--- config.mk ---
export PLATFORM = sky130hd
export DESIGN_NAME = hamming_sec_codec_top
export DESIGN_NICKNAME = d
export VERILOG_FILES = /design/src/hdl/hsc_pkg.sv /design/src/hdl/hamming_sec_codec_top.sv
export SDC_FILE = /design/constraint.sdc
export NUM_CORES = 1
export LEC_CHECK = 0
export BUFFER_PORTS_ARGS = -buffer_cell sky130_fd_sc_hd__buf_2
export CAP_MARGIN = 30
export CORE_MARGIN = 3
export CORE_UTILIZATION = 62
export CTS_BUF_LIST = sky130_fd_sc_hd__clkbuf_8
export DETAILED_ROUTE_END_ITERATION = 12
export PLACE_DENSITY_LB_ADDON = 0.2
export SLEW_MARGIN = 10
export SYNTH_ARGS = -nofsm -noshare
export SYNTH_HDL_FRONTEND = slang
export SYNTH_SLANG_ARGS = --single-unit
--- constraint.sdc ---
create_clock -name clk -period 12.3 [get_ports clk]
set_input_delay 0.615 -clock clk [delete_from_list [all_inputs] [get_ports clk]]
set_output_delay 0.615 -clock clk [all_outputs]
set_load 0.02 [all_outputs]
--- src/hdl/hsc_pkg.sv ---
// ----------------------------------------------------------------------------
// Hamming SEC codec package
// Shared widths, codes, payload types and position helpers for the codec.
// ----------------------------------------------------------------------------
package hsc_pkg;

  // Field widths.
  localparam int MAX_DATA_BYTES = 7;
  localparam int DATA_W         = 8 * MAX_DATA_BYTES;
  localparam int CODE_W         = 62;
  localparam int SYN_W          = 6;
  localparam int CFG_W          = 3;
  localparam int ADDR_W         = 3;
  localparam int PDATA_W        = 32;

  // Operation codes.
  localparam logic KIND_ENCODE = 1'b0;
  localparam logic KIND_DECODE = 1'b1;

  // Register index (word address bit).
  localparam logic REG_DATA_BYTES = 1'b0;

  // Reset value of the row length register.
  localparam logic [CFG_W-1:0] DATA_BYTES_RST = 3'd4;

  // One input transfer.
  typedef struct packed {
    logic              kind;
    logic [DATA_W-1:0] data_in;
    logic [CODE_W-1:0] code_in;
  } cmd_t;

  // One result transfer.
  typedef struct packed {
    logic [CODE_W-1:0] code_out;
    logic [DATA_W-1:0] data_out;
    logic [SYN_W-1:0]  syndrome;
    logic              corrected;
    logic              uncorrectable;
  } res_t;

  // True when a codeword position is a check bit position.
  function automatic bit is_pow2(input int p);
    return (p != 0) && ((p & (p - 1)) == 0);
  endfunction

  // Slot of a data position among the data positions, counted from 0.
  function automatic int data_slot(input int p);
    return p - $clog2(p + 1) - 1;
  endfunction

  // Codeword length for a row of m bytes.
  function automatic logic [SYN_W-1:0] code_len(input logic [CFG_W-1:0] m);
    logic [SYN_W-1:0] n;
    unique case (m)
      3'd0:    n = 6'd0;
      3'd1:    n = 6'd12;
      3'd2:    n = 6'd21;
      3'd3:    n = 6'd29;
      3'd4:    n = 6'd38;
      3'd5:    n = 6'd46;
      3'd6:    n = 6'd54;
      default: n = 6'd62;
    endcase
    return n;
  endfunction

  // Bit distance between the used data bytes and the top of the data field.
  function automatic logic [SYN_W-1:0] align_shift(input logic [CFG_W-1:0] m);
    logic [CFG_W-1:0] unused;
    unused = 3'd7 - m;
    return {unused, 3'b000};
  endfunction

endpackage

--- src/hdl/hamming_sec_codec_top.sv ---
// ----------------------------------------------------------------------------
// Hamming SEC codec top level
// Encodes a row of data bytes into a single-error-correcting codeword, or
// checks and repairs a received codeword and extracts its data bytes.
// ----------------------------------------------------------------------------
// Pipeline: an accepted command passes one input register and then one
// result register before its result strobes on done.
// Throughput: one command per cycle; busy stays low, so start is never
// refused and results follow back to back.
// Reset: rst clears both pipeline valid flags and sets data_bytes to 4.
// ----------------------------------------------------------------------------
module hamming_sec_codec_top (
  input  logic                         clk,
  input  logic                         rst,
  // Command channel
  input  logic                         start,
  output logic                         busy,
  input  hsc_pkg::cmd_t                cmd,
  // Result channel
  output logic                         done,
  output hsc_pkg::res_t                res,
  // Configuration port
  input  logic                         psel,
  input  logic                         penable,
  input  logic                         pwrite,
  input  logic [hsc_pkg::ADDR_W-1:0]   paddr,
  input  logic [hsc_pkg::PDATA_W-1:0]  pwdata,
  output logic [hsc_pkg::PDATA_W-1:0]  prdata,
  output logic                         pready
);

  localparam int DW = hsc_pkg::DATA_W;
  localparam int CW = hsc_pkg::CODE_W;
  localparam int SW = hsc_pkg::SYN_W;

  // Configuration register and input stage.
  logic [hsc_pkg::CFG_W-1:0] data_bytes;
  logic                      in_valid;
  hsc_pkg::cmd_t             in_cmd;
  logic [SW-1:0]             in_len;
  logic [SW-1:0]             in_shift;

  // Combinational datapath.
  logic [DW-1:0] aligned_in;
  logic [CW-1:0] enc_data;
  logic [CW-1:0] len_mask;
  logic [CW-1:0] rx_code;
  logic [CW-1:0] syn_src;
  logic [SW-1:0] syn;
  logic          syn_nz;
  logic          syn_in_range;
  logic [CW-1:0] flip_vec;
  logic [CW-1:0] fixed_code;
  logic [DW-1:0] aligned_out;
  logic [CW-1:0] enc_code;
  hsc_pkg::res_t res_next;

  assign busy   = 1'b0;
  assign pready = 1'b1;

  // Register writes complete in the access phase.
  always_ff @(posedge clk) begin
    if (rst) begin
      data_bytes <= hsc_pkg::DATA_BYTES_RST;
    end else if (psel && penable && pwrite && (paddr[2] == hsc_pkg::REG_DATA_BYTES)) begin
      data_bytes <= pwdata[hsc_pkg::CFG_W-1:0];
    end
  end

  // Register read data.
  always_comb begin
    prdata = '0;
    if (paddr[2] == hsc_pkg::REG_DATA_BYTES) begin
      prdata[hsc_pkg::CFG_W-1:0] = data_bytes;
    end
  end

  // Input stage: capture the command with the row geometry it uses.
  always_ff @(posedge clk) begin
    if (rst) begin
      in_valid <= 1'b0;
    end else begin
      in_valid <= start && !busy;
    end
    if (start && !busy) begin
      in_cmd   <= cmd;
      in_len   <= hsc_pkg::code_len(data_bytes);
      in_shift <= hsc_pkg::align_shift(data_bytes);
    end
  end

  // Left-align the data so the first data bit sits at the top of the field.
  assign aligned_in = in_cmd.data_in << in_shift;

  // Place data bits, build the length mask, and gather data on decode.
  for (genvar p = 1; p <= CW; p++) begin : g_pos
    assign len_mask[p-1] = (SW'(p) <= in_len);
    if (hsc_pkg::is_pow2(p)) begin : g_check
      assign enc_data[p-1] = 1'b0;
    end else begin : g_data
      localparam int K = hsc_pkg::data_slot(p);
      assign enc_data[p-1]      = aligned_in[DW-1-K];
      assign aligned_out[DW-1-K] = fixed_code[p-1];
    end
  end

  assign rx_code = in_cmd.code_in & len_mask;

  // One syndrome network serves both directions: on encode the check
  // positions are still zero, so it yields the check bits themselves.
  assign syn_src = (in_cmd.kind == hsc_pkg::KIND_DECODE) ? rx_code : enc_data;

  always_comb begin
    syn = '0;
    for (int p = 1; p <= CW; p++) begin
      if (syn_src[p-1]) begin
        syn = syn ^ SW'(p);
      end
    end
  end

  assign syn_nz       = (syn != '0);
  assign syn_in_range = (syn <= in_len);

  // Single-bit repair at the position the syndrome names.
  always_comb begin
    for (int p = 1; p <= CW; p++) begin
      flip_vec[p-1] = syn_nz && syn_in_range && (syn == SW'(p));
    end
  end

  assign fixed_code = rx_code ^ flip_vec;

  // Insert the check bits into the encoded word.
  always_comb begin
    enc_code = enc_data;
    for (int j = 0; j < SW; j++) begin
      enc_code[(1 << j) - 1] = syn[j];
    end
  end

  // Result fields; the unused direction reads as zero.
  always_comb begin
    res_next = '0;
    if (in_cmd.kind == hsc_pkg::KIND_DECODE) begin
      res_next.data_out      = aligned_out >> in_shift;
      res_next.syndrome      = syn;
      res_next.corrected     = syn_nz && syn_in_range;
      res_next.uncorrectable = syn_nz && !syn_in_range;
    end else begin
      res_next.code_out = enc_code;
    end
  end

  // Result stage: each result is shown for one cycle.
  always_ff @(posedge clk) begin
    if (rst) begin
      done <= 1'b0;
    end else begin
      done <= in_valid;
    end
    if (in_valid) begin
      res <= res_next;
    end
  end

endmodule

; Yosys cells after proc, flatten, opt, wreduce, memory -nomap -nowiden
; Index checks and enable logic that the tools add are counted.
[op_classes]
add_sub_neg = 1
order_cmp = 63
eq_ne = 68
n_shift = 2
muxes = 65
n_bitwise = 64
reduce_logical = 70
[ops]
columns = cell, count
row1 = $eq A6 B6 Y1 const B, 31
row2 = $le A6 B6 Y1 const A, 31
row3 = $mux W6, 31
row4 = $eq A6 B5 Y1 const B, 16
row5 = $le A5 B6 Y1 const A, 16
row6 = $mux W5, 16
row7 = $logic_and A1 B1 Y1, 67
row8 = $and A62 B62 Y62, 1
row9 = $mux W62, 1
row10 = $xor A62 B62 Y62, 1
row11 = $not A3 Y3, 20
row12 = $not A4 Y4, 15
row13 = $shl A56 B6 Y56, 1
row14 = $shr A56 B6 Y56, 1
row15 = $eq A6 B4 Y1 const B, 8
row16 = $le A4 B6 Y1 const A, 8
row17 = $pmux W6 S7, 1
row18 = $mux W4, 8
row19 = $not A2 Y2, 15
row20 = $not A5 Y5, 6
row21 = $eq A6 B3 Y1 const B, 4
row22 = $le A3 B6 Y1 const A, 4
row23 = $mux W3, 5
row24 = $eq A6 B2 Y1 const B, 2
row25 = 15 further kinds, 24
[totals]
ff_bits = 259
inputBits = 160
out_inout_bits = 161
elab_cells = 346

; Depth between registers and ports, before layout
; Gate-level depths: netlist (run 1).
[logic_depth]
depth_word = 126
ltp_mapped = 29
mapped_depth_nobuf = 22

; Least setup slack after synthesis (run 1)
; Ideal clock, no wire load.
[synth_timing]
kind = register to register
from = register in_shift[4]
to = register res[38] in the netlist's numbering, data pin
setup_time_ns = 0.255
arrival_ns = 5.645
t_required_ns = 12.045
setup_slack_ns = 6.401
stages_incl_launch_ff = 26
n_path_buf = 4
synth_period_minus_slack_ns = 5.899
cell_sequence = edfxtp_1 > buf_4 > buf_6 > buf_6 > mux2i_1 > nor2_1 > a2111oi_4 > xnor3_1 > xnor2_1 > xnor3_1 > xor2_1 > xor2_2 > inv_4 > ha_1 > a21o_1 > a21oi_1 > nand2_1 > o21ai_0 > a22oi_1 > mux2_4 > or3_1 > buf_2 > nor3_2 > xnor2_1 > mux4_2 > and2_1
[synth_between]
elab_cells_between_ends = 136
cone_classes = order compare (1) / eq/ne (7) / shift (2) / mux (61) / bitwise (56) / reduce/logical (9)
[synth_lines]
columns = element, line
row1 = "start, declared", hamming_sec_codec_top.sv:41  ; logic [SW-1:0] in_shift;
row2 = "start signal, assigned", hamming_sec_codec_top.sv:88  ; in_shift <= hsc_pkg::align_shift(data_bytes);
row3 = $shl A56 B6 Y56 *, hamming_sec_codec_top.sv:93  ; assign aligned_in = in_cmd.data_in << in_shift;
row4 = $mux W62 *, hamming_sec_codec_top.sv:111  ; assign syn_src = (in_cmd.kind == hsc_pkg::KIND_DECODE) ? rx_code : enc_data;
row5 = $mux W4, hamming_sec_codec_top.sv:116  ; if (syn_src[p-1]) begin
row6 = $not A2 Y2 (no source line), -
row7 = $mux W4, hamming_sec_codec_top.sv:116
row8 = $not A3 Y3 (no source line), -
row9 = $mux W4, hamming_sec_codec_top.sv:116
row10 = $not A2 Y2 (no source line), -
row11 = (+74 left out), -
row12 = $mux W6, hamming_sec_codec_top.sv:116
row13 = $not A5 Y5 (no source line), -
row14 = $mux W6 *, hamming_sec_codec_top.sv:116
row15 = net syn[3], hamming_sec_codec_top.sv:49  ; logic [SW-1:0] syn;
row16 = $le A6 B6 Y1 / $reduce_bool A6 Y1 (equally long branches), "hamming_sec_codec_top.sv:123, hamming_sec_codec_top.sv:122"
row17 = $logic_and A1 B1 Y1 (2 in a row), hamming_sec_codec_top.sv:128  ; flip_vec[p-1] = syn_nz && syn_in_range && (syn == SW'(p));
row18 = $xor A62 B62 Y62 *, hamming_sec_codec_top.sv:132  ; assign fixed_code = rx_code ^ flip_vec;
row19 = $shr A56 B6 Y56 *, hamming_sec_codec_top.sv:146  ; res_next.data_out = aligned_out >> in_shift;
row20 = "end signal, assigned", hamming_sec_codec_top.sv:163  ; res <= res_next;
row21 = "end, declared", hamming_sec_codec_top.sv:21  ; output hsc_pkg::res_t res,
; The timed path passes the listed nets; every way through them passes the cells marked *.
; A chain may end at the register's enable or synchronous reset.

; Worst setup path after layout (run 1)
[layout_timing]
from = register in_shift[4]
to = register res[47] in the netlist's numbering, data pin
[layout_between]
elab_chain_cells = 96
elab_cells_between_ends = 136
cone_classes = order compare (1) / eq/ne (7) / shift (2) / mux (61) / bitwise (56) / reduce/logical (9)
[layout_rtl]
columns = element, line
row1 = $shl A56 B6 Y56, hamming_sec_codec_top.sv:93
row2 = $mux W62, hamming_sec_codec_top.sv:111
row3 = $mux W2, hamming_sec_codec_top.sv:116
row4 = $mux W3, hamming_sec_codec_top.sv:116
row5 = $not A2 Y2 (no source line) / $mux W3 (equally long branches), -
row6 = $mux W3 / $not A2 Y2 (equally long branches), -
row7 = $mux W3, hamming_sec_codec_top.sv:116
row8 = $not A3 Y3 (no source line), -
row9 = (+78 left out), -
row10 = $mux W6 (2 in a row), hamming_sec_codec_top.sv:116
row11 = $not A5 Y5 (no source line) / $mux W6 (equally long branches), -
row12 = $mux W6 / $not A5 Y5 (equally long branches), -
row13 = $mux W6, hamming_sec_codec_top.sv:116
row14 = $le A6 B6 Y1 / $reduce_bool A6 Y1 (equally long branches), "hamming_sec_codec_top.sv:123, hamming_sec_codec_top.sv:122"
row15 = $logic_and A1 B1 Y1 (2 in a row), hamming_sec_codec_top.sv:128
row16 = $xor A62 B62 Y62, hamming_sec_codec_top.sv:132
row17 = $shr A56 B6 Y56 *, hamming_sec_codec_top.sv:146
; Mark *: on every way between the ends. The rest lies on a longest branch, timed or not.

==> results of run 1 <==
==> state kept, by name, summed over array words and instances, names as in the netlist <==
name / count
done: 1
in_len: 5
in_valid: 1
in_cmd: 119
res: 126
in_shift: 3
data_bytes: 3
==> layout by cell type (no fill, tap or decap), drive strengths merged, types with 9 or more instances in the layout <==
cell,count
a21o,15
a21oi,31
a221oi,9
a22oi,12
a31oi,19
a32oi,9
and2,32
and3,19
buf,281
clkbuf,41
clkinv,17
conb,31
edfxtp,253
inv,29
mux2,12
mux2i,77
mux4,14
nand2,101
nand2b,15
nand3,72
nand4,16
nor2,98
nor2b,9
nor3,27
nor4,9
o211ai,24
o21ai,51
o221ai,13
o22ai,11
or3,11
xnor2,64
xnor3,15
xor2,41
==> how the worst max path moves through the flow <==
stage	startpoint	endpoint	slack, ns	cells past startpoint
2_1_floorplan	in_shift[4]$_DFFE_PP_	res[38]$_SDFFCE_PP0P_	6.40	25
3_3_place_gp	in_shift[3]$_DFFE_PP_	res[32]$_SDFFCE_PP0P_	4.43	22
3_5_place_dp	in_shift[4]$_DFFE_PP_	res[16]$_SDFFCE_PN0P_	4.43	20
4_1_cts	in_shift[4]$_DFFE_PP_	res[28]$_SDFFCE_PN0P_	4.37	20
5_1_grt	in_shift[4]$_DFFE_PP_	res[47]$_SDFFCE_PP0P_	3.77	20
6_report	in_shift[4]$_DFFE_PP_	res[47]$_SDFFCE_PP0P_	4.10	20
==> kinds of logic after synthesis <==
| group | after synthesis | share of synthesized area [%] |
|---|---|---|
| simple gates | 438 | 14.57 |
| compound gates | 280 | 13.41 |
| flops | 258 | 49.83 |
| buf+inv | 140 | 5.047 |
| xor+xnor | 122 | 8.603 |
| mux | 103 | 8.011 |
| fa+ha+maj | 6 | 0.4698 |
| other cells | 2 | 0.04862 |
==> layer usage <==
metal	global-route usage (%)	share of wire [%]	vias to the layer above
li1	-	-	5555
met1	54.44	38	6120
met2	56.19	42	1180
met3	11.60	15	189
met4	17.99	5.3	0
met5	0	0	-
==> final cells by class <==
| cell class | count | area [um2] | share of cell area, % |
|---|---|---|---|
| sequential | 258 | 7701 | 44.15 |
| multi-input combinational | 980 | 7083 | 40.61 |
| timing repair buffer | 281 | 1463 | 8.386 |
| clock buffer | 41 | 564.3 | 3.235 |
| tap | 324 | 405.4 | 2.324 |
| clock inverter | 26 | 136.4 | 0.7819 |
| inverter | 23 | 88.84 | 0.5093 |
==> power groups by stage <==
stage,logic (mW),registers [mW],clock network (mW)
finish,2.06,1.12,0.647
global route,2.16,1.12,0.699
CTS,1.94,1.11,0.654
detailed placement,1.94,1.13,0
global placement,1.92,1.13,0
floorplan,1.34,1.16,0
==> metrics by stage <==
stage / utilization (%) / hold WS [ns] / cells
3_5_place_dp: 68.57 / 0.4759 / 1864
6_report: 71.51 / 0.2385 / 1933
5_1_grt: 71.51 / 0.2209 / 1933
4_1_cts: 71.45 / 0.2170 / 1931
2_1_floorplan: - / 0.4789 / 1378
3_3_place_gp: 68.53 / 0.4454 / 1862
==> results.txt, run 1 <==
The library cell contributing the largest single delay on the critical path is or3_1. The number of remaining DRC errors is 0. The register-to-register setup slack came out at 4.10 ns. Clock-pin slew was measured on the worst setup and hold paths at 0.07 ns. The sink count of the clock tree came out at ~260. The number of register bits inferred by synthesis came out at around 260. The overall die width came out at 163.8 um.

The floorplan step defined a core boundary enclosing 0.02439 mm2. The fmax is roughly 0.12 GHz. In the post-synthesis netlist, the biggest area contributors are edfxtp_1, mux2i_1, xnor2_1, nand2_1, nor2_1. Counting flops with a built-in enable in the synthesized netlist gives approximately 250.

Headroom to the max-slew limit came out at 32.68%. The area growth from synthesis to layout is 12.92%. The number of vias in the routed layout came out at 13040.

In this design, the stage delay of the slowest critical-path cell is roughly 0.80 ns. The floorplan has 57 rows. Clock latency on the worst-skew pair, taken at its later pin, is approximately 0.55 ns. The leakage dissipation is 7.013 nW.

The overall routed net length is 52790 um. The share of synthesized area occupied by flip-flops and latches came out at 49.83%. Counting instances, the worst hold path has a depth of 1.

The total non-filler cell area in the finished layout came out at approximately 0.017 mm2. The data arrival at the endpoint of the critical path is between 8 and 9 ns. The initial antenna violation count is 1. The endpoint identified for the worst register-to-register timing path is res[47]$_SDFFCE_PP0P_. Global routing consumed, over all layers together, between 30% and 40% of the routing resources. The async set-reset flop share out of synthesis is 0%. The setup slack at placement is 4.430 ns. The first global-routing pass estimated approximately 77000 um of wire.

The initial cell density of the core is a little over three fifths. The worst-case setup margin in the final layout came out at about 4.1 ns. The share of Yosys cell area claimed by the top area cell type came out at 49.19%. The startpoint identified for the worst hold timing path is cmd[85]. The number of top-level pins is between 300 and 400. The share of power burned in combinational logic came out at about 54%. The standard cell area after detailed placement is between 0.015 and 0.02 mm2.

The worst path in the final design needs a cycle of approximately 8 ns, including I/O delays and setup. The clock passes through at most 3 buffers. Sorting the synthesized cells by how often they occur yields edfxtp_1, nand2_1, nor2_1, mux2i_1, nand3_1.

The biggest area contributor in the post-synthesis netlist is edfxtp_1. The number of buffers inserted during clock tree synthesis came out at 40. In the routed layout, each cell is associated on average with a via count of around 6.7. TritonCTS built the clock tree. The number of buffers added to fix hold violations after cts is 0.

The number of global-route vias before repair is 12350. Setup repair after global routing left no endpoint under its margin. The cell depth of the worst flop-to-flop path came out at 20. The H-tree depth is 2. The worst-case IR drop observed on VDD is 0.0002520 V.

In the synthesized netlist, the number of instances is roughly 1300. On the critical path the largest part of the delay comes from compound AO/OA/AOI/OAI gates. The class of the most critical setup path is reg -> reg. The number of diodes added for antenna fixing came out at 0.

The final weighted congestion in routability-driven placement came out at 1.058. The end of the worst hold path is in_cmd[85]$_DFFE_PP_. The critical path goes through buf_4 -> or3_1 -> nor2_1 -> a41oi_1 -> a2bb2oi_1 -> xor3_1 -> xnor2_1 -> xnor3_1 -> xnor2_1 -> inv_1 -> ha_1 -> nand2_1 -> o21ai_0 -> a22oi_1 -> mux2_4 -> or3_1 -> o311ai_0 -> nand3_1 -> a32oi_1 -> nor2_1. The worst hold-check path type is in -> reg.

The maximum fanout count along the critical path is around 50. The origin of the critical flop-to-flop path is in_shift[4]$_DFFE_PP_. For this design the total switching power over the nets is roughly 1.9 mW. The detailed router's first-iteration violation count is between 2000 and 2500. The detail-routed net length per standard cell came out at 27.31 um.

The power per cell area came out at between 200 and 250 mW/mm2. The distinct cell type count after synthesis came out at about 100. The die outline height came out at around 160 um. The total global routing overflow is 0. Once detailed placement completed, the half-perimeter wirelength came to a little under 40000 um. The number of failing setup endpoints in the final timing report came out at 0.

The layout has roughly 1800 filler cells. The share of power burned in registers came out at about 29%. The number of port buffers is around 260. By instance count, the leading cell after synthesis is edfxtp_1. The number of gates given a new drive strength after cts is 0. The worst-margin pin slew came out at around 1 ns. The fraction of layout cells with a size suffix above 1 is roughly 25%. Cell internal power was estimated by the tool at slightly below 2 mW. The sum of internal, switching and leakage power came out at roughly 3.8 mW.

For this run, the post-layout net count is around 1700. The final number of max-transition violations is 0. After synthesis the cells add up to about 0.015 mm2. The switching portion of total power is between 40% and 50%. Clock skew on the completed layout was measured at between 0.02 and 0.025 ns. Adding up every negative setup slack in the final design gives 0 ns. After synthesis, the mean cell area works out to around 11 um2. The first TritonRoute pass finished after 7 iterations. The final clock period utilization by the worst path came out at about two thirds. The most frequently used flop master after synthesis is edfxtp_1. The number of endpoints with negative hold slack in the final report was 0. The number of antenna-violating nets in the routed design is 0. The root buffer selected by CTS is clkbuf_8. The total number of yosys warnings came out at 0. The die covers between 0.02 and 0.03 mm2. The endpoint kind of the worst setup timing path is a register. The part of the total power dissipated in the clock network is between 10% and 20%. The run finished with clean final reports. The number of maximum-capacitance violations is 0. The post-CTS setup buffer count came out at 0. The maximum number of pins on one net before global-route repair is 74. The kind of start point of the critical path is a register. The combined buffer and inverter count along the critical path is 2. The worst path required time is between 10 and 15 ns.
Power figures use the tool's default switching activity.
==> run 2: changes to the inputs <==
--- a/config.mk
+++ b/config.mk
@@ -5,10 +5,11 @@
 export SDC_FILE = /design/constraint.sdc
 export NUM_CORES = 1
 export LEC_CHECK = 0
+export ABC_AREA = 1
 export BUFFER_PORTS_ARGS = -buffer_cell sky130_fd_sc_hd__buf_2
 export CAP_MARGIN = 30
 export CORE_MARGIN = 3
-export CORE_UTILIZATION = 62
+export CORE_UTILIZATION = 53
 export CTS_BUF_LIST = sky130_fd_sc_hd__clkbuf_8
 export DETAILED_ROUTE_END_ITERATION = 12
 export PLACE_DENSITY_LB_ADDON = 0.2
==> constraint.sdc (replaced) <==
create_clock -name clk -period 6.7 [get_ports clk]
set_input_delay 0.335 -clock clk [delete_from_list [all_inputs] [get_ports clk]]
set_output_delay 0.335 -clock clk [all_outputs]
set_load 0.02 [all_outputs]
==> results.txt, run 2 <==
The sequential cell area was 0.007701 mm2 (unchanged). The worst hold path belongs to the class in -> reg. The root buffer selected by CTS is clkbuf_8. STA classifies the critical path startpoint as a register. The H-tree depth came out at 2 (unchanged). The worst supply voltage drop on vdd is 0.0006515 V (+160%). The register clock-pin slew on the reported worst setup and hold paths came out at 0.06 ns (about the same).

The peak per-stage delay on the critical path came out at 0.47 ns (-0.33 ns). The clock tree skew after final layout came out at 0.02283 ns (+0.001641 ns). Leaving out fill and tap cells, the most frequent cell in the layout is nand2_1.

The total global routing overflow came out at 0 (unchanged). The part of the total power dissipated in the clock network is 23.8% (+6.8 points). The headroom to the max-slew limit is 44.18% (+12 points).

The final weighted congestion in routability-driven placement came out at 1.025 (-3.2%). The cell area after synthesis came out at 0.01685 mm2 (+9.1%). The number of vias in the routed layout is 17130 (+31%).

The register with the most flip-flops in the final layout is res. The number of port buffers is 258 (unchanged). The overall die width was 184.3 um (+12%). The most frequent cell on the critical path is nand2_1. The half-perimeter wire length of the detailed placement result is 45780 um (+15%).

The post-layout instance count excluding filler cells was 2975 (+54%). The share of synthesized area occupied by flip-flops and latches is 45.68% (-4.2 points). The total number of placement rows is 64 (+12%).

The number of maximum-capacitance violations is 0 (unchanged). The number of endpoints with negative hold slack in the final report came to 0 (unchanged). The final clock period utilization by the worst path is 83.66% (+17 points). The number of top-level pins is 321 (unchanged). The fmax is 0.1784 GHz (+46%).

The final critical path time including I/O delays and setup came to 5.606 ns (-2.592 ns). The register-to-register setup slack was 1.09 ns (-3.01 ns). The internal power of the cells came out at 3.178 mW (+64%). The run finished with clean final reports. The routed via count divided by cell count is 5.759 (-15%). The number of global-route vias before repair came out at 15910 (+29%). The total global routing track utilization came out at 36.75% (-2.2 points). The sink count of the clock tree came to 258 (unchanged). The number of antenna-violating nets in the routed design came out at 0 (unchanged). The maximum number of pins on one net before global-route repair is 114 (+54%). The number of enable flip-flop cells after synthesis is 253 (unchanged). In this run the worst setup path terminates at res[41]$_SDFFCE_PP0P_. Tracing the worst setup path back leads to its startpoint at in_shift[4]$_DFFE_PP_. After synthesis, the most frequently instantiated cells are nand2_1, nand3_1, edfxtp_1, inv_1, nor2_1. The fraction of layout cells with a size suffix above 1 came out at 15.59% (-9.5 points). The synthesized area per cell came to 7.625 um2 (-33%). The maximum fanout count along the critical path is 113 (+130%). The footprint of the multi-input gates came to 0.007651 mm2 (+8.0%). The power per cell area is 274.2 mW/mm2 (+25%). The number of register bits inferred by synthesis is 258 (unchanged). The aggregate negative setup slack came out at 0 ns (unchanged). The number of fill cells was 2588 (+48%).

The most frequently used flop master after synthesis is edfxtp_1. The area growth from synthesis to layout is 19.68%. The placeable core region is 0.03099 mm2 (+27%). The post-CTS setup buffer count came to 0 (unchanged).

In the post-synthesis netlist, the biggest area contributors are edfxtp_1, nand2_1, nand3_1, inv_1, nor2_1. The startpoint identified for the worst register-to-register timing path is in_shift[4]$_DFFE_PP_. The largest registers in the layout are res (126), in_cmd (119), in_len (5).

The worst hold slack across all endpoints is 0.09876 ns (-0.1398 ns). The synthesized design spends more area on one cell type than any other, namely edfxtp_1. The die outline height came out at 184.3 um (+12%).

The critical path in this run is classified as reg -> reg. Setup repair after global routing left no endpoint under its margin. The number of instances in the synthesized netlist was 2210 (+64%).

The library cell contributing the largest single delay on the critical path is nand3_1. The total number of yosys warnings is 0 (unchanged). The leakage dissipation is 9.730 nW (+39%).

The number of failing setup endpoints in the final timing report is 0 (unchanged). The maximum buffer depth of the clock tree came out at 3 (unchanged). The number of gates given a new drive strength after cts is 0 (unchanged). In the layout the commonest cells are nand2_1, nand3_1, buf_2. The initial cell density of the core came to 54.38% (-9.0 points).

The switching portion of total power came out at 42.54% (-6.8 points). The worst-margin pin slew is 0.8363 ns (-0.1629 ns). The final core area utilization came out at 65.08% (-6.4 points). The number of placed cells counting well taps was 2777 (+49%). The share of power burned in registers was 35.8% (+6.6 points). The first-pass GRT wire length came out at 94200 um (+23%). The number of buffers inserted during clock tree synthesis is 41 (+2.5%). The initial antenna violation count came out at 0 (-1). In this run the critical register-to-register path is captured at res[41]$_SDFFCE_PP0P_. The worst path required time came out at 6.99 ns (-5.60 ns).

The async set-reset flop share out of synthesis is 0% (unchanged). The final number of max-transition violations came to 0 (unchanged). The detail-routed net length per standard cell came out at 21.23 um (-22%). The share of Yosys cell area claimed by the top area cell type came out at 45.08% (-4.1 points). The total die area is 0.03397 mm2 (+27%). The share of power burned in combinational logic is 40.5% (-13 points).

The flip-flop count of the largest register, all copies and words added is 126 (unchanged). The detailed router's first-iteration violation count came out at 2582 (+14%). The number of remaining DRC errors is 0 (unchanged). The endpoint kind of the worst setup timing path is a register. The cell depth of the worst flop-to-flop path is 31 (+55%). The distinct cell type count after synthesis came to 48 (-53%). The source-to-sink clock delay at the later pin of the worst-skew pair came to 0.59 ns (+0.04 ns).

TritonCTS built the clock tree. The first-pass iteration count of the detailed router is 6 (-1). The overall routed net length was 63170 um (+20%). The net switching power of the design came out at 2.353 mW (+25%). The data arrival at the endpoint of the critical path came out at 5.90 ns (-2.59 ns).

The net count of the finished layout is 2713 (+55%). Yosys instantiated no cell more often than nand2_1.
==> run 2: worst min path at each step <==
stage	slack [ns]	startpoint	cells past startpoint	endpoint
floorplan	0.41	rst	1	in_valid$_SDFF_PP0_
global placement	0.42	data_bytes[1]$_SDFFE_PP0P_	0	in_len[4]$_SDFFCE_PN1P_
detailed placement	0.41	data_bytes[1]$_SDFFE_PP0P_	0	in_len[4]$_SDFFCE_PN1P_
CTS	0.03	pwdata[1]	3	data_bytes[1]$_SDFFE_PP0P_
global route	0.08	pwdata[1]	3	data_bytes[1]$_SDFFE_PP0P_
finish	0.1	pwdata[1]	3	data_bytes[1]$_SDFFE_PP0P_
==> run 2: critical path, delay by kind of cell (launching register included) <==
family	cells	cell delay (ns)
compound gates	1	0.35
fa+ha+maj	1	0.28
simple gates	23	3.00
buf+inv	6	1.15
flops	1	0.42
==> run 2: power by group through the flow <==
| stage | Sequential (mW) | Clock [mW] | Combinational (mW) |
|---|---|---|---|
| after CTS | 1.98 | 1.32 | 2.15 |
| after detailed placement | 2.01 | 0 | 2.09 |
| after floorplan | 2.05 | 0 | 1.53 |
| after global routing | 1.98 | 1.41 | 2.43 |
| after global placement | 2.01 | 0 | 2.06 |
| final | 1.98 | 1.32 | 2.24 |
==> run 2: cells by family after synthesis <==
group | Yosys count | share of synthesized area (%)
xor gates and xnor gates | 61 | 3.349
AOI/OAI and AO/OA | 63 | 2.703
and+or+nand+nor | 1477 | 38.26
adders and majority gates | 5 | 0.3713
other | 2 | 0.04457
DFF | 258 | 45.68
buffers and inverters | 344 | 9.593
==> run 2: area by class of cell <==
class                   count  share of cell area, %
repair buffers            402                  13.69
flip-flops and latches    258                  38.19
clock inverters            28                 0.7569
multi-input cells        1637                  37.94
well taps                 396                  2.457
clock buffers              45                  3.071
inverters                 208                  3.890
diodes                      1                0.01241
==> run 2: through the flow <==
stage	area (um2)	setup WS, ns	power [mW]
2_1_floorplan	16960	2.706	3.576
3_3_place_gp	18110	1.282	4.064
3_5_place_dp	18110	1.196	4.099
4_1_cts	20100	1.166	5.453
5_1_grt	20160	0.6040	5.821
6_report	20170	1.094	5.531
==> run 2: timing repair <==
action,4_1_cts,5_1_grt
setup endpoints to repair,0,0
hold buffers,121,0
hold endpoints to repair,122,0
==> run 2: routing by layer <==
layer	vias up	part of all wire [%]	global-route usage (%)	wire length [um]
met5	-	0	0	0
met3	148	12	7.578	7380
met1	7831	41	51.98	25760
met2	1209	44	56.48	27660
met4	0	3.8	12.85	2374
li1	7946	-	-	-
